==> src/design/u8d_pkg.sv <==
// Shared types and constants of the UTF-8 stream decoder with line tracking.
`default_nettype none
package u8d_pkg;

    localparam int unsigned BYTE_W        = 8;
    localparam int unsigned CP_W          = 21;
    localparam int unsigned IDX_W         = 32;
    localparam int unsigned COUNT_W_DEF   = 32;
    localparam int unsigned M_TDATA_W     = 120;

    localparam logic [CP_W-1:0] CP_REPLACEMENT = 21'h00FFFD;
    localparam logic [CP_W-1:0] CP_MAX         = 21'h10FFFF;
    localparam logic [CP_W-1:0] CP_SURR_LO     = 21'h00D800;
    localparam logic [CP_W-1:0] CP_SURR_HI     = 21'h00DFFF;
    localparam logic [CP_W-1:0] CP_LF          = 21'h00000A;
    localparam logic [CP_W-1:0] CP_CR          = 21'h00000D;
    localparam logic [CP_W-1:0] CP_MIN_2       = 21'h000080;
    localparam logic [CP_W-1:0] CP_MIN_3       = 21'h000800;
    localparam logic [CP_W-1:0] CP_MIN_4       = 21'h010000;

    localparam logic [BYTE_W-1:0] MASK_LEAD2 = 8'h1F;
    localparam logic [BYTE_W-1:0] MASK_LEAD3 = 8'h0F;
    localparam logic [BYTE_W-1:0] MASK_LEAD4 = 8'h07;

    localparam logic [2:0] SEQ_LEN_2 = 3'd2;
    localparam logic [2:0] SEQ_LEN_3 = 3'd3;
    localparam logic [2:0] SEQ_LEN_4 = 3'd4;

    // What the byte decoder hands to the line tracker for one input byte.
    typedef struct packed {
        logic            step;     // an input byte is processed this cycle
        logic            restart;  // state is cleared before the byte
        logic            eos;      // byte is the last of the stream
        logic            have;     // a valid code point completed
        logic            bad;      // an encoding error is reported
        logic [CP_W-1:0] cp;       // code point or replacement
    } t_event;

endpackage
`default_nettype wire

==> src/design/utf8_stream_decoder_line_tracker.sv <==
// UTF-8 stream decoder with code point indexing and line tracking.
//
// Slave channel: one raw byte per transaction in tdata, tlast marks the last
// byte of a stream, tuser set clears all state before its byte is decoded.
// Master channel: one transaction per completed code point or reported
// encoding error. tuser flags an error, whose code point is U+FFFD; after an
// error all bytes are dropped until a byte arrives with tuser set.
// Lead bytes and inner continuation bytes give no transaction unless in error.
//
// A byte accepted from the slave side lands in the input register, and the
// decode and counter update logic then loads its result into the output
// register, from which the master side shows it. One byte is taken every
// cycle while the receiver takes results; the only loop is the update of the
// sequence and counter state.
// Index, line and line start counters are COUNT_WIDTH bits and saturate;
// the master side shows their low 32 bits.
//
// Reset clears the valid flags of both pipeline registers and all decoder
// state. When the receiver stalls, the result holds, one more byte waits in
// the input register, then o_s_axis_tready drops until the result is taken.
`default_nettype none
module utf8_stream_decoder_line_tracker #(
    parameter int unsigned COUNT_WIDTH = u8d_pkg::COUNT_W_DEF
) (
    input  wire logic                          i_clk,
    input  wire logic                          i_rst_n,
    input  wire logic                          i_s_axis_tvalid,
    output logic                               o_s_axis_tready,
    // [7:0] in_byte
    input  wire logic [u8d_pkg::BYTE_W-1:0]    i_s_axis_tdata,
    input  wire logic                          i_s_axis_tlast,
    // [0] restart
    input  wire logic                          i_s_axis_tuser,
    output logic                               o_m_axis_tvalid,
    input  wire logic                          i_m_axis_tready,
    // [20:0] code_point, [52:21] point_index, [84:53] line_number,
    // [116:85] line_start_index, [119:117] zero
    output logic [u8d_pkg::M_TDATA_W-1:0]      o_m_axis_tdata,
    // [0] bad_encoding
    output logic                               o_m_axis_tuser
);
    import u8d_pkg::*;

    logic              r_in_valid;
    logic [BYTE_W-1:0] r_in_byte;
    logic              r_in_eos;
    logic              r_in_restart;

    logic              r_out_valid;
    logic [CP_W-1:0]   r_out_cp;
    logic              r_out_bad;
    logic [IDX_W-1:0]  r_out_index;
    logic [IDX_W-1:0]  r_out_line;
    logic [IDX_W-1:0]  r_out_start;

    logic              advance;
    logic              step;
    t_event            ev;
    logic [IDX_W-1:0]  point_index;
    logic [IDX_W-1:0]  line_number;
    logic [IDX_W-1:0]  line_start;

    assign advance         = !r_out_valid || i_m_axis_tready;
    assign step            = r_in_valid && advance;
    assign o_s_axis_tready = !r_in_valid || advance;

    u8d_byte_decoder u_decoder (
        .i_clk     (i_clk),
        .i_rst_n   (i_rst_n),
        .i_step    (step),
        .i_byte    (r_in_byte),
        .i_eos     (r_in_eos),
        .i_restart (r_in_restart),
        .o_event   (ev)
    );

    u8d_line_tracker #(
        .COUNT_WIDTH (COUNT_WIDTH)
    ) u_lines (
        .i_clk         (i_clk),
        .i_rst_n       (i_rst_n),
        .i_event       (ev),
        .o_point_index (point_index),
        .o_line_number (line_number),
        .o_line_start  (line_start)
    );

    always_ff @(posedge i_clk) begin
        if (!i_rst_n) begin
            r_in_valid <= 1'b0;
        end else if (o_s_axis_tready) begin
            r_in_valid <= i_s_axis_tvalid;
        end
    end

    always_ff @(posedge i_clk) begin
        if (o_s_axis_tready && i_s_axis_tvalid) begin
            r_in_byte    <= i_s_axis_tdata;
            r_in_eos     <= i_s_axis_tlast;
            r_in_restart <= i_s_axis_tuser;
        end
    end

    always_ff @(posedge i_clk) begin
        if (!i_rst_n) begin
            r_out_valid <= 1'b0;
        end else if (advance) begin
            r_out_valid <= step && (ev.have || ev.bad);
        end
    end

    always_ff @(posedge i_clk) begin
        if (step && (ev.have || ev.bad)) begin
            r_out_cp    <= ev.cp;
            r_out_bad   <= ev.bad;
            r_out_index <= point_index;
            r_out_line  <= line_number;
            r_out_start <= line_start;
        end
    end

    assign o_m_axis_tvalid = r_out_valid;
    assign o_m_axis_tuser  = r_out_bad;
    assign o_m_axis_tdata  = M_TDATA_W'({r_out_start, r_out_line, r_out_index, r_out_cp});

endmodule
`default_nettype wire

==> src/design/u8d_byte_decoder.sv <==
// Byte-level UTF-8 sequence assembly and validation with its sequence state.
`default_nettype none
module u8d_byte_decoder (
    input  wire logic                       i_clk,
    input  wire logic                       i_rst_n,
    input  wire logic                       i_step,
    input  wire logic [u8d_pkg::BYTE_W-1:0] i_byte,
    input  wire logic                       i_eos,
    input  wire logic                       i_restart,
    output u8d_pkg::t_event                 o_event
);
    import u8d_pkg::*;

    logic [1:0]      r_bytes_needed, n_bytes_needed;
    logic [2:0]      r_seq_length,   n_seq_length;
    logic [CP_W-1:0] r_partial,      n_partial;
    logic            r_dead,         n_dead;

    logic [1:0]      cur_needed;
    logic [2:0]      cur_len;
    logic [CP_W-1:0] cur_partial;
    logic            cur_dead;
    logic [CP_W-1:0] shifted;
    logic [CP_W-1:0] min_value;
    logic            have;
    logic            bad;
    logic [CP_W-1:0] cp;

    always_comb begin
        cur_needed  = i_restart ? 2'd0 : r_bytes_needed;
        cur_len     = i_restart ? 3'd0 : r_seq_length;
        cur_partial = i_restart ? '0 : r_partial;
        cur_dead    = i_restart ? 1'b0 : r_dead;

        n_bytes_needed = cur_needed;
        n_seq_length   = cur_len;
        n_partial      = cur_partial;
        n_dead         = cur_dead;
        have           = 1'b0;
        bad            = 1'b0;
        cp             = '0;
        shifted        = {cur_partial[CP_W-7:0], i_byte[5:0]};

        case (cur_len)
            SEQ_LEN_2: min_value = CP_MIN_2;
            SEQ_LEN_3: min_value = CP_MIN_3;
            default:   min_value = CP_MIN_4;
        endcase

        if (!cur_dead) begin
            if (cur_needed == 2'd0) begin
                if (i_byte inside {[8'h00:8'h7F]}) begin
                    cp   = CP_W'(i_byte);
                    have = 1'b1;
                end else if (i_byte inside {[8'hC0:8'hDF]}) begin
                    n_bytes_needed = 2'd1;
                    n_seq_length   = SEQ_LEN_2;
                    n_partial      = CP_W'(i_byte & MASK_LEAD2);
                end else if (i_byte inside {[8'hE0:8'hEF]}) begin
                    n_bytes_needed = 2'd2;
                    n_seq_length   = SEQ_LEN_3;
                    n_partial      = CP_W'(i_byte & MASK_LEAD3);
                end else if (i_byte inside {[8'hF0:8'hF7]}) begin
                    n_bytes_needed = 2'd3;
                    n_seq_length   = SEQ_LEN_4;
                    n_partial      = CP_W'(i_byte & MASK_LEAD4);
                end else begin
                    bad = 1'b1;
                end
            end else if (i_byte[7:6] != 2'b10) begin
                bad = 1'b1;
            end else begin
                n_bytes_needed = cur_needed - 2'd1;
                n_partial      = shifted;
                if (n_bytes_needed == 2'd0) begin
                    // The last byte decides overlong, surrogate and range errors.
                    if (shifted < min_value || shifted > CP_MAX ||
                        (shifted >= CP_SURR_LO && shifted <= CP_SURR_HI)) begin
                        bad = 1'b1;
                    end else begin
                        cp   = shifted;
                        have = 1'b1;
                    end
                    n_seq_length = 3'd0;
                    n_partial    = '0;
                end
            end

            // A sequence left open by the last byte of the stream is cut short.
            if (!bad && !have && i_eos && n_bytes_needed != 2'd0) begin
                bad = 1'b1;
            end

            if (bad) begin
                cp             = CP_REPLACEMENT;
                have           = 1'b0;
                n_bytes_needed = 2'd0;
                n_seq_length   = 3'd0;
                n_partial      = '0;
                n_dead         = 1'b1;
            end
        end

        o_event.step    = i_step;
        o_event.restart = i_restart;
        o_event.eos     = i_eos;
        o_event.have    = have;
        o_event.bad     = bad;
        o_event.cp      = cp;
    end

    always_ff @(posedge i_clk) begin
        if (!i_rst_n) begin
            r_bytes_needed <= 2'd0;
            r_seq_length   <= 3'd0;
            r_partial      <= '0;
            r_dead         <= 1'b0;
        end else if (i_step) begin
            r_bytes_needed <= n_bytes_needed;
            r_seq_length   <= n_seq_length;
            r_partial      <= n_partial;
            r_dead         <= n_dead;
        end
    end

endmodule
`default_nettype wire

==> src/design/u8d_line_tracker.sv <==
// Saturating code point and line counters with CR/LF line-end resolution.
`default_nettype none
module u8d_line_tracker #(
    parameter int unsigned COUNT_WIDTH = u8d_pkg::COUNT_W_DEF
) (
    input  wire logic                      i_clk,
    input  wire logic                      i_rst_n,
    input  wire u8d_pkg::t_event           i_event,
    output logic [u8d_pkg::IDX_W-1:0]      o_point_index,
    output logic [u8d_pkg::IDX_W-1:0]      o_line_number,
    output logic [u8d_pkg::IDX_W-1:0]      o_line_start
);
    import u8d_pkg::*;

    logic [COUNT_WIDTH-1:0] r_points, n_points;
    logic [COUNT_WIDTH-1:0] r_lines,  n_lines;
    logic [COUNT_WIDTH-1:0] r_begin,  n_begin;
    logic                   r_cr,     n_cr;

    logic [COUNT_WIDTH-1:0] cur_points, cur_lines, cur_begin;
    logic                   cur_cr;
    logic [COUNT_WIDTH-1:0] rep_lines, rep_begin;
    logic                   is_lf, is_cr;

    function automatic logic [COUNT_WIDTH-1:0] sat_inc(input logic [COUNT_WIDTH-1:0] x);
        return (x == '1) ? x : x + COUNT_WIDTH'(1);
    endfunction

    function automatic logic [IDX_W-1:0] low_word(input logic [COUNT_WIDTH-1:0] x);
        logic [63:0] wide;
        wide = 64'(x);
        return wide[IDX_W-1:0];
    endfunction

    always_comb begin
        cur_points = i_event.restart ? '0 : r_points;
        cur_lines  = i_event.restart ? '0 : r_lines;
        cur_begin  = i_event.restart ? '0 : r_begin;
        cur_cr     = i_event.restart ? 1'b0 : r_cr;

        is_lf = i_event.have && (i_event.cp == CP_LF);
        is_cr = i_event.have && (i_event.cp == CP_CR);

        // A pending CR ends its line before any result but an LF is shown.
        if (cur_cr && !is_lf) begin
            rep_lines = sat_inc(cur_lines);
            rep_begin = cur_points;
        end else begin
            rep_lines = cur_lines;
            rep_begin = cur_begin;
        end

        n_points = cur_points;
        n_lines  = cur_lines;
        n_begin  = cur_begin;
        n_cr     = cur_cr;

        if (i_event.have || i_event.bad) begin
            n_lines = rep_lines;
            n_begin = rep_begin;
            n_cr    = 1'b0;
            if (i_event.have) begin
                n_points = sat_inc(cur_points);
                if (is_lf) begin
                    n_lines = sat_inc(rep_lines);
                    n_begin = n_points;
                end else if (is_cr) begin
                    n_cr = 1'b1;
                end
            end
            // A CR on the last byte of the stream ends its line at once.
            if (i_event.eos && n_cr) begin
                n_lines = sat_inc(n_lines);
                n_begin = n_points;
                n_cr    = 1'b0;
            end
        end

        o_point_index = low_word(cur_points);
        o_line_number = low_word(rep_lines);
        o_line_start  = low_word(rep_begin);
    end

    always_ff @(posedge i_clk) begin
        if (!i_rst_n) begin
            r_points <= '0;
            r_lines  <= '0;
            r_begin  <= '0;
            r_cr     <= 1'b0;
        end else if (i_event.step) begin
            r_points <= n_points;
            r_lines  <= n_lines;
            r_begin  <= n_begin;
            r_cr     <= n_cr;
        end
    end

endmodule
`default_nettype wire

==> config.mk <==
export PLATFORM = sky130hd
export DESIGN_NAME = utf8_stream_decoder_line_tracker
export DESIGN_NICKNAME = d
export VERILOG_FILES = /design/src/design/u8d_pkg.sv /design/src/design/utf8_stream_decoder_line_tracker.sv /design/src/design/u8d_byte_decoder.sv /design/src/design/u8d_line_tracker.sv
export SDC_FILE = /design/constraint.sdc
export NUM_CORES = 1
export LEC_CHECK = 0
export BUFFER_PORTS_ARGS = -buffer_cell sky130_fd_sc_hd__buf_2
export CAP_MARGIN = 20
export CORE_UTILIZATION = 45
export DETAILED_ROUTE_END_ITERATION = 10
export HOLD_SLACK_MARGIN = 0.12
export PLACE_DENSITY = 0.72
export SYNTH_ARGS = -nofsm -noshare
export SYNTH_HDL_FRONTEND = slang
export SYNTH_SLANG_ARGS = --single-unit
==> constraint.sdc <==
create_clock -name i_clk -period 12.4 [get_ports i_clk]
set_input_delay 2.48 -clock i_clk [delete_from_list [all_inputs] [get_ports i_clk]]
set_output_delay 2.48 -clock i_clk [all_outputs]
set_load 0.01 [all_outputs]
==> qor.txt, run 1 <==
status: complete, no violations
area grow syn2layout: 12.8%
cell count after placement: 2282
Syn Inst Count: 1798
final instance area: 0.0173 mm²
final hold slack: 0.469 ns
clk slew on worst S/H paths: 0.06 ns
Ys Warns: 0
Setup TNS: 0 ns
Slew HR: 0.293
fin crit period: 9.70 ns
first-pass GRT wire length: 72100 µm
Worst Hold Launch: u_lines.r_begin[19]
fin nets: 1887
Syn Area/Cell: 8.53 µm²
I/O Buffers: 133
Cell Count, Final, Fillers Out: 2335
Seq/Total Area, Yosys: 0.407
Max Cap Viol: 0
Vias/cell: 6.08
num rows: 67
Slew Limit Fails: 0
PD cells: 111 mW/mm²
FILL cells: 3167
worst-margin pin slew: 1.05 ns
Critical R2R Launch: r_in_restart
fmax: 103 MHz
Die Y: 187 µm
Clock Path Buffers: 3
CTS tree: done
gr ovfl total: 0
unrepaired setup endpoints after global routing: false
most frequent cells in the layout: 263 x nand2_1, 133 x buf_2, 128 x edfxtp_1
flops & latches, synth: 248
final wirelength: 46200 µm
GPL Wtd Cong: 0.897
Worst VDD drop: 0.000102 V
via count of the first global-routing pass: 13100
Crit Path Category: reg -> reg
1st-iter DRT viols: 1468
I/O pins: 137
multi-input logic area: 0.00854 mm²
CP endpoint kind: flip-flop
# hold bufs at CTS: 0
final setup vio count: 0
Die W: 187 µm
worst setup margin: 2.70 ns
post-CTS sizing: 0
Critical Path Start: r_in_restart
CP max stage delay: 0.80 ns
Detailed Routing Iterations Pass 1: 6
proportion of layout cells with a drive suffix above 1: 0.129
Post-Syn Area: 0.0153 mm²
leakage power: 5.78 nW
antenna violations before repair: 0
register area: 0.00625 mm²
via count: 14200
part of the cycle the worst path needs: 0.782
Starting Density: 0.458
detailed placer's ending HPWL: 31200 µm
number of clock sinks: 248
total core area: 0.0335 mm²
Synth cell types: 84
crit start category: flip-flop
clk_lat worst skew: 0.57 ns
H-tree depth: 1
post-placement cell area: 0.0163 mm²
most common cell after layout, fill and taps aside: nand2_1
post-CTS setup buffer count: 0
pin count of the biggest net entering global routing: 97
critical path fanouts, max: 35
HP Class: reg -> reg
final hold vios: 0
critical path data required time: 12.80 ns
antenna cell count: 0
Most used DFF post-synth: edfxtp_1
Clock Tree Root: clkbuf_16
DRC viols: 0
Arrival @ worst endpoint: 10.09 ns
Worst Skew: 0.0147 ns
async set-reset flop share out of synthesis: 0
Slowest-stage cell, CP: nand4_1
dpl ws: 2.91 ns
Reg2Reg Setup Slack: 2.70 ns
Post-synth EDFFs: 128
CTS Buf Count: 28
die area: 0.0348 mm²
Routed Antenna Nets: 0
average wire per standard cell: 19.8 µm
aggregate global-route resource usage: 0.255
==> area by class of cell <==
class	instances	area share
timing repair buffer	155	0.0492
multi-input combinational	1401	0.493
sequential	248	0.361
tap	448	0.0324
clock inverter	17	0.0145
clock buffer	35	0.0426
inverter	31	0.00701
==> worst max-delay path, delay by kind of cell, from the launching register on <==
family / cells / cell delay, ns
XOR/XNOR: 1 / 0.17
AO/OA/AOI/OAI: 9 / 2.75
buffers and inverters: 2 / 1.11
multiplexers: 1 / 0.39
flip-flops: 1 / 0.44
AND/OR/NAND/NOR: 14 / 3.72
adder cells (fa/ha/maj): 3 / 0.91
==> cells by family (layout without fill, tap and decap cells) <==
logic type,after synthesis,count (layout),synth area share
fa+ha+maj,8,8,0.00652
buf+inv,151,238,0.0391
mux,20,20,0.0134
compound gates,400,400,0.174
other cells,1,3,0.000244
flops,248,248,0.407
xor+xnor,107,107,0.0611
simple gates,863,863,0.299
==> power breakdown <==
group          internal (W)  switching [W]  total (W)
registers          0.000889      0.0000114   0.000901
clock network      0.000530       0.000356   0.000885
logic             0.0000385      0.0000925   0.000131
==> sequential cells by signal (all words and copies together), names as in the netlist <==
| name | cells |
|---|---|
| u_decoder.r_partial | 15 |
| r_in_valid | 1 |
| o_m_axis_tuser | 1 |
| r_in_restart | 1 |
| u_decoder.r_bytes_needed | 2 |
| r_out_cp | 21 |
| u_lines.r_begin | 32 |
| r_out_start | 32 |
| o_m_axis_tvalid | 1 |
| r_in_byte | 8 |
| u_lines.r_cr | 1 |
| r_out_line | 32 |
| u_lines.r_points | 32 |
| u_decoder.r_dead | 1 |
| r_in_eos | 1 |
| u_lines.r_lines | 32 |
| r_out_index | 32 |
| u_decoder.r_seq_length | 3 |
==> synthesized netlist by cell type, types with 10 or more instances <==
cell      instances  share of area
mux2i_1          16          0.010
dfxtp_1         120           0.16
a22oi_1          41          0.020
a21oi_1          61          0.020
xnor2_1          72          0.041
nor2_1          116          0.028
nor4_1           25          0.010
o31a_1           10         0.0057
or4_1            11         0.0054
xor2_1           35          0.020
and2_1           25          0.010
nor2b_1         123          0.050
o211ai_1         12         0.0059
buf_1            12         0.0029
o21ai_0         127          0.041
edfxtp_1        128           0.25
a32oi_1          20          0.011
o31ai_1          11         0.0054
nand2_1         263          0.064
nand3b_1         40          0.020
clkbuf_1         97          0.024
nor3_1           47          0.015
nand3_1          52          0.017
nand4_1          37          0.015
nand2b_1         19         0.0077
inv_1            31         0.0076
and3_1           36          0.015
or3_1            16         0.0065
a21boi_0         17         0.0083
a31oi_1          15         0.0061
==> per-stage QoR <==
step / util / power, W
3_3_place_gp: 0.486 / 0.00105
2_1_floorplan: - / 0.000997
3_5_place_dp: 0.486 / 0.00105
4_1_cts: 0.515 / 0.00193
6_report: 0.516 / 0.00192
5_1_grt: 0.516 / 0.00197
==> per-layer routing <==
metal / track usage / wire (µm) / up-vias / share of wire
met5: 0 / 0 / - / 0
li1: - / - / 6676 / -
met2: 0.411 / 21200 / 658 / 0.46
met3: 0.0335 / 3290 / 101 / 0.071
met1: 0.348 / 20200 / 6764 / 0.44
met4: 0.0977 / 1430 / 0 / 0.031
==> path summary, 6_finish.rpt <==
check | cells after the start | to
max | 30 | u_lines.r_lines[24]
min | 2 | u_lines.r_begin[19]
max reg2reg | 30 | u_lines.r_lines[24]
min reg2reg | 2 | u_lines.r_begin[19]
Power figures use the tool's default switching activity.
==> run 2, diff against run 1 <==
--- a/config.mk
+++ b/config.mk
@@ -5,6 +5,7 @@
 export SDC_FILE = /design/constraint.sdc
 export NUM_CORES = 1
 export LEC_CHECK = 0
+export ABC_AREA = 1
 export BUFFER_PORTS_ARGS = -buffer_cell sky130_fd_sc_hd__buf_2
 export CAP_MARGIN = 20
 export CORE_UTILIZATION = 45
==> constraint.sdc (replaced) <==
create_clock -name i_clk -period 10 [get_ports i_clk]
set_input_delay 2 -clock i_clk [delete_from_list [all_inputs] [get_ports i_clk]]
set_output_delay 2 -clock i_clk [all_outputs]
set_load 0.01 [all_outputs]
==> qor.txt, run 2 <==
Max Cap Viol: 0 (unchanged)
dominant cell type by area after synthesis: edfxtp_1 (unchanged)
I/O Buffers: 133 (unchanged)
Reg2Reg Setup Slack: 1.27 ns (was 2.70 ns)
# hold bufs at CTS: 0 (unchanged)
aggregate global-route resource usage: 0.318 (was 0.255)
CP endpoint kind: flip-flop (unchanged)
Post-synth EDFFs: 128 (unchanged)
via count: 18700 (was 14200)
proportion of layout cells with a drive suffix above 1: 0.113 (was 0.129)
flops & latches, synth: 248 (unchanged)
GPL Wtd Cong: 1.01 (was 0.897)
Arrival @ worst endpoint: 9.23 ns (was 10.09 ns)
Hold Path End: u_lines.r_begin[28] (was u_lines.r_begin[19])
crit start category: flip-flop (unchanged)
Detailed Routing Iterations Pass 1: 8 (was 6)
PD cells: 141 mW/mm² (was 111 mW/mm²)
Most used DFF post-synth: edfxtp_1 (unchanged)
Die W: 200 µm (was 187 µm)
async set-reset flop share out of synthesis: 0 (unchanged)
FF-to-FF path depth: 38 (was 30)
clk slew on worst S/H paths: 0.07 ns (was 0.06 ns)
H-tree depth: 1 (unchanged)
largest cells by area after synthesis: edfxtp_1 22%, nand2_1 15%, dfxtp_1 14% (was edfxtp_1 25%, dfxtp_1 16%, nand2_1 6.4%)
CP max stage delay: 0.68 ns (was 0.80 ns)
Slew Limit Fails: 0 (unchanged)
Worst Skew: 0.0213 ns (was 0.0147 ns)
Routed Antenna Nets: 0 (unchanged)
critical path data required time: 10.50 ns (was 12.80 ns)
Synth top area share: 0.218 (was 0.251)
post-CTS setup buffer count: 0 (unchanged)
fin nets: 2771 (was 1887)
HP Class: reg -> reg (unchanged)
detailed placer's ending HPWL: 46600 µm (was 31200 µm)
Clock Path Buffers: 3 (unchanged)
most common cell after layout, fill and taps aside: nand2_1 (unchanged)
CTS Buf Count: 30 (was 28)
Slew HR: 0.271 (was 0.293)
Hold Path Depth: 2 (unchanged)
area grow syn2layout: 11.3% (was 12.8%)
antenna violations before repair: 0 (unchanged)
first-pass GRT wire length: 100000 µm (was 72100 µm)
Syn Inst Count: 2688 (was 1798)
final hold vios: 0 (unchanged)
DRC viols: 0 (unchanged)
number of clock sinks: 248 (unchanged)
Ys Warns: 0 (unchanged)
r2r endpoint: u_lines.r_lines[28] (was u_lines.r_lines[24])
average wire per standard cell: 19.8 µm (about the same)
pin count of the biggest net entering global routing: 70 (was 97)
critical path fanouts, max: 42 (was 35)
cell with the most instances after synthesis: nand2_1 (unchanged)
total core area: 0.0386 mm² (was 0.0335 mm²)
worst-margin pin slew: 1.08 ns (was 1.05 ns)
unrepaired setup endpoints after global routing: false (unchanged)
Die Y: 200 µm (was 187 µm)
fmax: 115 MHz (was 103 MHz)
Vias/cell: 5.68 (was 6.08)
1st-iter DRT viols: 1933 (was 1468)
Setup TNS: 0 ns (unchanged)
Post-Syn Area: 0.0177 mm² (was 0.0153 mm²)
die area: 0.0400 mm² (was 0.0348 mm²)
Starting Density: 0.457 (was 0.458)
Slowest-stage cell, CP: nor2_2 (was nand4_1)
final setup vio count: 0 (unchanged)
Worst VDD drop: 0.000111 V (was 0.000102 V)
antenna cell count: 0 (unchanged)
Syn Area/Cell: 6.57 µm² (was 8.53 µm²)
status: complete, no violations (unchanged)
gr ovfl total: 0 (unchanged)
Crit Path Category: reg -> reg (unchanged)
Worst Hold Launch: u_lines.r_begin[28] (was u_lines.r_begin[19])
num rows: 72 (was 67)
fin crit period: 8.73 ns (was 9.70 ns)
most frequent cells after synthesis: 701 x nand2_1, 358 x inv_1, 329 x nor2_1, 182 x nand3_1, 165 x o21ai_0 (was 263 x nand2_1, 128 x edfxtp_1, 127 x o21ai_0, 123 x nor2b_1, 120 x dfxtp_1)
I/O pins: 137 (unchanged)
Synth cell types: 52 (was 84)
total power: 0.00278 W (was 0.00192 W)
Seq/Total Area, Yosys: 0.354 (was 0.407)
leakage power: 8.57 nW (was 5.78 nW)
via count of the first global-routing pass: 17100 (was 13100)
part of the cycle the worst path needs: 0.873 (was 0.782)
clk_lat worst skew: 0.59 ns (was 0.57 ns)
final wirelength: 65100 µm (was 46200 µm)
post-CTS sizing: 0 (unchanged)
CTS tree: done (unchanged)
Clock Tree Root: clkbuf_16 (unchanged)
most frequent cells in the layout: 700 x nand2_1, 356 x inv_1, 325 x nor2_1 (was 263 x nand2_1, 133 x buf_2, 128 x edfxtp_1)
Critical R2R Launch: r_in_restart (unchanged)
[run 2: layer usage]
metal  up-vias  wire (µm)  GRT usage
li1       8928          -          -
met1      8661      27200      0.417
met2       923      29300      0.511
met3       192       5140     0.0459
met4         0       3390      0.159
met5         -          0          0
[run 2: cells by family after synthesis]
group | Yosys count | synth area share
AO/OA/AOI/OAI | 463 | 0.151
other | 1 | 0.000212
AND/OR/NAND/NOR | 1400 | 0.345
XOR/XNOR | 56 | 0.0278
flip-flops | 248 | 0.354
buffers and inverters | 512 | 0.116
adder cells (fa/ha/maj) | 8 | 0.00567
[run 2: worst max-delay path by stage]
stage,start,endpoint,cells after the start
final,r_in_restart,u_lines.r_lines[28],38
after global routing,r_in_restart,u_lines.r_lines[28],38
after CTS,r_in_restart,u_lines.r_lines[30],38
after detailed placement,r_in_restart,u_lines.r_lines[29],38
after global placement,r_in_restart,u_lines.r_lines[30],38
after floorplan,i_m_axis_tready,o_m_axis_tuser,5
[run 2: power by group]
| part | leakage (nW) | switching, W | internal, W |
|---|---|---|---|
| sequential | 2.15 | 0.0000310 | 0.00114 |
| combinational | 5.90 | 0.000305 | 0.000112 |
| clock | 0.520 | 0.000474 | 0.000720 |
| total | 8.57 | 0.000810 | 0.00197 |
[run 2: cell type report]
cell class | count | area, µm²
fillers | 3900 | 19000
multi-input cells | 1930 | 9390
flip-flops and latches | 248 | 6250
inverters | 383 | 1440
repair buffers | 156 | 858
clock buffers | 35 | 822
well taps | 518 | 648
clock inverters | 21 | 260
[run 2: worst max-delay path: cells and delay by family, from the launching register on]
kind | cells | cell delay (ns)
AO/OA/AOI/OAI | 3 | 0.89
adder cells (fa/ha/maj) | 3 | 1.31
buffers and inverters | 4 | 1.20
flip-flops | 1 | 0.36
AND/OR/NAND/NOR | 28 | 4.84
[run 2: metrics by stage]
step                      utilization  hold slack (ns)  setup slack (ns)  cell area [µm²]  std cells
after detailed placement        0.481            0.455              1.39            18600       3235
after CTS                       0.509            0.465              1.37            19700       3291
after floorplan                     -            0.445              1.98            17700       2690
final                           0.509            0.465              1.27            19700       3291
after global placement          0.480            0.451              1.69            18600       3234
after global routing            0.509            0.477             0.419            19700       3291
